File: src/sv/tlpm_pkg.sv
// tlpm_pkg: shared types and constants of the thin-lens phase mask
// holds defaults, config register indexes, cordic table and pipeline control type
// no dependencies
package tlpm_pkg;

    // defaults for the top level parameters
    localparam int MAX_GRID_DEF    = 1024;
    localparam int SAMPLE_BITS_DEF = 16;

    // fixed field widths
    localparam int IDX_W     = 10;
    localparam int CFG_IDX_W = 2;
    localparam int CFG_W     = 32;
    localparam int PHASE_W   = 32;
    localparam int APER_W    = 20;
    localparam int GRID_W    = 11;
    localparam int PHASOR_W  = 16;

    // cordic datapath: 30 fraction bits plus headroom
    localparam int CORDIC_STEPS = 16;
    localparam int CORDIC_W     = 33;
    localparam logic signed [CORDIC_W-1:0] CORDIC_GAIN = 33'sd652032874;
    localparam logic [PHASE_W-1:0] QUARTER_TURN = 32'h4000_0000;
    localparam logic [PHASE_W-1:0] HALF_TURN    = 32'h8000_0000;

    // arctangent of 2^-i as a fraction of a turn times 2^32
    localparam logic [PHASE_W-1:0] ATAN_TURNS [CORDIC_STEPS] = '{
        32'h20000000, 32'h12E4051D, 32'h09FB385B, 32'h051111D4,
        32'h028B0D43, 32'h0145D7E1, 32'h00A2F61E, 32'h00517C55,
        32'h0028BE53, 32'h00145F2E, 32'h000A2F98, 32'h000517CC,
        32'h00028BE6, 32'h000145F3, 32'h0000A2F9, 32'h0000517C
    };

    // rounding offset for the Q1.15 conversion
    localparam int ROUND_HALF = 16384;
    localparam int FRAC_SHIFT = 15;

    // config register indexes
    typedef enum logic [CFG_IDX_W-1:0] {
        CFG_LENS_KIND  = 2'd0,
        CFG_PHASE_STEP = 2'd1,
        CFG_APERTURE   = 2'd2,
        CFG_GRID_SIZE  = 2'd3
    } t_cfg_idx;

    typedef enum logic {
        LENS_CONVEX  = 1'b0,
        LENS_CONCAVE = 1'b1
    } t_lens_kind;

    // reset values of the config registers
    localparam logic [APER_W-1:0] APER_RESET = 20'h80000;
    localparam logic [GRID_W-1:0] GRID_RESET = 11'd256;

    // pipeline control handed to the cordic
    typedef struct packed {
        logic en;
        logic valid;
    } t_pipe_ctl;

endpackage

File: src/sv/tlpm_cordic.sv
// tlpm_cordic: pipelined rotation-mode cordic, one iteration per register stage
// produces cos and sin with 30 fraction bits, sideband travels alongside
// depends on tlpm_pkg
module tlpm_cordic #(
    parameter int SIDE_W = 1
) (
    input  logic                                       i_clk,
    input  logic                                       i_rst_n,
    input  tlpm_pkg::t_pipe_ctl                        i_ctl,
    input  logic signed [tlpm_pkg::CORDIC_W-1:0]       i_z,
    input  logic [SIDE_W-1:0]                          i_side,
    output logic                                       o_valid,
    output logic signed [tlpm_pkg::CORDIC_W-1:0]       o_x,
    output logic signed [tlpm_pkg::CORDIC_W-1:0]       o_y,
    output logic [SIDE_W-1:0]                          o_side
);

    localparam int N = tlpm_pkg::CORDIC_STEPS;
    localparam int W = tlpm_pkg::CORDIC_W;

    logic signed [W-1:0] w_x [N+1];
    logic signed [W-1:0] w_y [N+1];
    logic signed [W-1:0] w_z [N];
    logic [SIDE_W-1:0]   w_side [N+1];
    logic                w_valid [N+1];

    assign w_x[0]     = tlpm_pkg::CORDIC_GAIN;
    assign w_y[0]     = '0;
    assign w_z[0]     = i_z;
    assign w_side[0]  = i_side;
    assign w_valid[0] = i_ctl.valid;

    for (genvar g = 0; g < N; g++) begin : g_step
        logic signed [W-1:0] w_xs, w_ys;
        logic signed [W-1:0] n_x, n_y, n_z;
        logic signed [W-1:0] r_x, r_y;
        logic [SIDE_W-1:0]   r_side;
        logic                r_valid;

        // one micro-rotation, shifts floor toward minus infinity
        always_comb begin
            w_xs = w_x[g] >>> g;
            w_ys = w_y[g] >>> g;
            if (!w_z[g][W-1]) begin
                n_x = w_x[g] - w_ys;
                n_y = w_y[g] + w_xs;
                n_z = w_z[g] - $signed({1'b0, tlpm_pkg::ATAN_TURNS[g]});
            end else begin
                n_x = w_x[g] + w_ys;
                n_y = w_y[g] - w_xs;
                n_z = w_z[g] + $signed({1'b0, tlpm_pkg::ATAN_TURNS[g]});
            end
        end

        // stage valid
        always_ff @(posedge i_clk) begin
            if (!i_rst_n) begin
                r_valid <= 1'b0;
            end else if (i_ctl.en) begin
                r_valid <= w_valid[g];
            end
        end

        // stage payload
        always_ff @(posedge i_clk) begin
            if (i_ctl.en) begin
                r_x    <= n_x;
                r_y    <= n_y;
                r_side <= w_side[g];
            end
        end

        // residual angle is not needed after the last step
        if (g < N - 1) begin : g_z
            logic signed [W-1:0] r_z;
            always_ff @(posedge i_clk) begin
                if (i_ctl.en) begin
                    r_z <= n_z;
                end
            end
            assign w_z[g+1] = r_z;
        end

        assign w_x[g+1]     = r_x;
        assign w_y[g+1]     = r_y;
        assign w_side[g+1]  = r_side;
        assign w_valid[g+1] = r_valid;
    end

    assign o_valid = w_valid[N];
    assign o_x     = w_x[N];
    assign o_y     = w_y[N];
    assign o_side  = w_side[N];

endmodule

File: config.mk
export PLATFORM = sky130hd
export DESIGN_NAME = tlpm_cordic
export DESIGN_NICKNAME = d
export VERILOG_FILES = /design/src/sv/tlpm_pkg.sv /design/src/sv/tlpm_cordic.sv
export SDC_FILE = /design/constraint.sdc
export NUM_CORES = 2
export LEC_CHECK = 0
export BUFFER_PORTS_ARGS = -buffer_cell sky130_fd_sc_hd__buf_4
export CORE_MARGIN = 5
export CORE_UTILIZATION = 30
export CTS_CLUSTER_SIZE = 20
export DETAILED_ROUTE_END_ITERATION = 10
export GPL_ROUTABILITY_DRIVEN = 0
export GPL_TIMING_DRIVEN = 0
export HOLD_SLACK_MARGIN = 0.02
export PLACE_DENSITY = 0.47
export SKIP_CTS_REPAIR_TIMING = 1
export SLEW_MARGIN = 20
export SYNTH_ARGS = -nofsm -noshare
export SYNTH_HDL_FRONTEND = slang
export SYNTH_SLANG_ARGS = --single-unit
File: constraint.sdc
create_clock -name i_clk -period 6.2 [get_ports i_clk]
set_input_delay 0.93 -clock i_clk [delete_from_list [all_inputs] [get_ports i_clk]]
set_output_delay 0.93 -clock i_clk [all_outputs]
set_load 0.01 [all_outputs]
**Word-level counts from Yosys, hierarchy flattened**

Cells that the tools add are included.
W data, S select, Z words.

- Register bits after elaboration: 1,550
- Bits in latches: 0
- Bits in writable memories: 0
- Bits in read-only memories: 0
- Input bits: 38
- Output and inout bits: 68
- Word-level logic and storage cells: 214
- Memories kept: 0

- Add/subtract/negate cells: 90
- $mul: 0
- Div/mod/pow operators: 0
- $lt $le $gt $ge: 0
- Eq/ne operators: 0
- Shifts and indexed selects: 0
- Multiplexer cells: 46
- Bitwise operators: 0
- Reductions and logical operators: 0

Operator list:

| operator | count |
|---|---|
| $mux W33 | 46 |
| $add A33 B18 Y33 | 2 |
| $add A33 B19 Y33 | 2 |
| $add A33 B20 Y33 | 2 |
| $add A33 B21 Y33 | 2 |
| $add A33 B22 Y33 | 2 |
| $add A33 B23 Y33 | 2 |
| $add A33 B24 Y33 | 2 |
| $add A33 B25 Y33 | 2 |
| $add A33 B26 Y33 | 2 |
| $add A33 B27 Y33 | 2 |
| $add A33 B28 Y33 | 2 |
| $add A33 B29 Y33 | 2 |
| $add A33 B30 Y33 | 2 |
| $add A33 B30 Y33 const B | 2 |
| $add A33 B31 Y33 | 2 |
| $sub A33 B18 Y33 | 2 |
| $sub A33 B19 Y33 | 2 |
| $sub A33 B20 Y33 | 2 |
| $sub A33 B21 Y33 | 2 |
| $sub A33 B22 Y33 | 2 |
| $sub A33 B23 Y33 | 2 |
| $sub A33 B24 Y33 | 2 |
| $sub A33 B25 Y33 | 2 |
| other kinds (37) | 44 |

**Logic depth before layout (Yosys ltp)**

- Word-level depth: 2
- Gate-level depth with buffers: 20
- Gate-level depth less buffers: 20

**Worst setup path before layout**

OpenSTA, ideal clock, no wires.

- Path type: register -> register
- Start point: register g_step[5].g_z.r_z[32]
- End point: register g_step[6].r_y[30], data pin
- Library setup time: 255 ps
- Arrival: 4,340 ps
- Required time: 5,945 ps
- Setup slack: 1,605 ps
- Stages on the path, launching flop included: 16
- Buffers on the path: 3
- Clock period less this slack: 4,595 ps
- Cells stage by stage: edfxtp_1 > clkbuf_1 > clkbuf_1 > clkbuf_1 > mux2i_1 > fa_1 > a21oi_1 > o21ai_1 > a21oi_2 > o211ai_1 > a311o_1 > a311o_1 > a2111oi_2 > nor3_1 > or3_1 > and2_1

- Cells in the longest elaborated chain, start to end: 1

RTL lines:

| element | RTL line | text |
|---|---|---|
| from (decl) | tlpm_cordic.sv:75 | `logic signed [W-1:0] r_z;` |
| from (signal assigned) | tlpm_cordic.sv:78 | `r_z <= n_z;` |
| $mux W33 | tlpm_cordic.sv:44 | `if (!w_z[g][W-1]) begin` |
| named net g_step[6].n_y[30] | tlpm_cordic.sv:35 | `logic signed [W-1:0] n_x, n_y, n_z;` |
| to (signal assigned) | tlpm_cordic.sv:68 | `r_y <= n_y;` |
| to (decl) | tlpm_cordic.sv:36 | `logic signed [W-1:0] r_x, r_y;` |

The timed path passes the listed nets, and every way through them passes these cells.
A chain may end at the register's enable or synchronous reset.

**Worst setup path after layout**

- Start point: register g_step[9].g_z.r_z[32]
- End point: register g_step[10].r_y[31], data pin

- Cells in the longest elaborated chain, start to end: 1

RTL lines:

| element | RTL line |
|---|---|
| from (decl) | tlpm_cordic.sv:75 |
| from (signal assigned) | tlpm_cordic.sv:78 |
| $mux W33 | tlpm_cordic.sv:44 |
| named net g_step[10].n_y[31] | tlpm_cordic.sv:35 |
| to (signal assigned) | tlpm_cordic.sv:68 |
| to (decl) | tlpm_cordic.sv:36 |

The timed path passes the listed nets, and every way through them passes these cells.

==> metrics <==
CP Cell Sequence=clkbuf_2 -> clkbuf_2 -> inv_2 -> o41ai_1 -> xor2_1 -> ha_1 -> a21o_1 -> a211oi_1 -> o21bai_1 -> a211o_1 -> a22o_1 -> a31oi_1 -> o311ai_1 -> or4b_1 -> a31oi_1 -> xnor2_1; Yosys top cell by area=edfxtp_1; CTS clk-pin slew, worst paths=~0.06 ns; Die Wd=between 600 and 700 um; finished layout cell area=between 100,000 and 150,000 um2; Layout Skew=between 0.08 and 0.09 ns; Vias=between 90,000 and 100k; top post-synthesis cells by area=edfxtp_1, ha_1, xnor2_1; Filler cells=approximately 42,000; GR Overflow Total=0; vias in the first global route=between 90,000 and 100k; CTS max path bufs=4; top cells by count, synth=edfxtp_1, a21oi_1, ha_1, xnor2_1, nor2_1; Tcrit/Tclk final=96.3%; Mapped Cells=12,600; Die H=647 um; CTS sink count=1,465; Slew headroom=about a quarter; layout cells sized above 1=between 4 and 5%; Tmin final=around 6.0 ns; Finish-stage setup viols=0; cell at the slowest stage of the critical path=edfxtp_1; final hold viol count=0; largest net degree at the start of global routing=approximately 150; first-pass GRT wire length=approximately 520 mm; Synth async-reset ratio=0%; synth warn=0; Routed Antenna Nets=0; CTS tree=done; Avg Vias per Cell=5.02; io pins=between 100 and 150; final wirelength=334 mm; measured slew at the worst slew-check pin=1.12 ns; CP required=roughly 6.8 ns; post-synth cell types=between 100 and 150; RSZ-0062 raised after global routing=true; port buffer count=about 110; Routed wire per std cell=between 15 and 20 um; Net count, final=14,400; Yosys reg bits=approximately 1,500; Worst EP arrival=between 6 and 7 ns; Initial Utilization=between 30 and 40%; H-tree depth=4; f_max=around 170 MHz; Num CTS Buffers=193; post-route DRC violation count=0; crit-path leading delay family=compound AO/OA/AOI/OAI gates; HP Class=in -> reg; Synth top area share=between 30% and 40%; clock root buffer=clkbuf_16; GRT Total Usage=roughly 15%; area of the mapped netlist=~120,000 um2; Core ar.=roughly 410,000 um2; Net Count, Synth=approximately 14,000; cell row count=roughly 230; ys flop type=edfxtp_1; count leader, synth=edfxtp_1; Post-DP HPWL=approximately 270 mm; Slew Limit Fails=0; CP Max Fanout=25; Detailed Routing Iterations Pass 1=6; Startpoint Class=flop; initial antenna violation count=5; post-placement cell area=approximately 130,000 um2; Seq/Total Area, Yosys=a little over a third; MaxCap Viol Count=0; worst skew pair latency=0.90 ns; CP bufs+invs=3; DR iter-0 viols=5,116; die area=roughly 420,000 um2; area added between synthesis and finish=12.0%; number of enable flip-flop cells after synthesis=~1,400; mean area per synthesized cell=9.67 um2; status=completed; crit end category=flop; Crit Path Category=reg -> reg; Largest stage delay, worst path=approximately 0.63 ns
-- path summary, 6_finish.rpt --
path                    startpoint                     to  slack [ns]  depth (start not counted)
max reg2reg  g_step[9].g_z.r_z[32]     g_step[10].r_y[31]        0.23                         16
min reg2reg   g_step[5].g_z.r_z[0]   g_step[6].g_z.r_z[0]        0.41                          0
max          g_step[9].g_z.r_z[32]     g_step[10].r_y[31]        0.23                         16
min                        i_z[16]  g_step[0].g_z.r_z[16]        0.20                          1
-- flip-flops by register name, indices dropped and copies added, names as in the netlist --
signal and count:
g_step.g_z.r_z 463, g_step.r_y 463, g_step.r_x 441, o_x 33, o_y 33, g_step.r_side 15
g_step.r_valid 15, o_side 1, o_valid 1
-- final cells by class --
class,count,area [um2],share of cell area (%)
buffer,178,687,0.503
sequential,1465,43800,32.1
clock buffer,230,5080,3.72
inverter,591,2230,1.63
multi-input combinational,10400,75200,55.1
timing repair inverter,1,5.00,0.00367
clock inverter,116,1460,1.07
antenna,2,5.00,0.00367
timing repair buffer,124,1210,0.884
tap,5428,6790,4.98
-- placed cells by master, fill, tap and decap left out, drive strengths merged, types with 73 or more instances in the layout --
master	n
nand4	73
o21ai	572
edfxtp	1449
nand3	223
clkbuf	382
and2	85
a21o	632
a211oi	115
nand2b	167
nor4	109
inv	595
a31oi	154
nor2	1047
and3	130
o31ai	86
buf	150
mux2i	89
o21a	171
or3	78
xnor2	1151
a21oi	1396
nor2b	189
nand2	588
ha	1371
xor2	599
o21bai	161
nor3	346
-- routing by layer --
metal  part of all wire, %  track usage (%)  up-vias  wire [um]
met4                   3.2             4.38        0      10800
met1                    44             19.0    43600     146000
met3                   3.1             1.59      443      10200
li1                      -                -    47600          -
met2                    50             28.4     1340     168000
met5                     0                0        -          0
-- metrics by stage --
step	utilization (%)	std cells	TNS, ns	setup slack (ns)	hold WS, ns
after detailed placement	32.0	18100	-17.14	-0.807	0.405
final	33.7	18500	0	0.229	0.198
after global routing	33.7	18500	-0.146	-0.146	0.116
after CTS	33.6	18500	-19.55	-0.848	0.0810
after global placement	31.9	18100	-	-10.62	0.400
after floorplan	-	12600	0	1.60	0.400
-- logic make-up after synthesis --
group                      synth area share [%]
other                                   0.00308
adders and majority gates                  14.8
DFF                                        36.0
and+or+nand+nor                            13.1
xor gates and xnor gates                   12.6
AOI/OAI and AO/OA                          19.9
buffers and inverters                      2.37
muxes                                      1.23
Power is not shown: default switching activity piles up to over one toggle a cycle in this logic, so the estimate is an artifact.
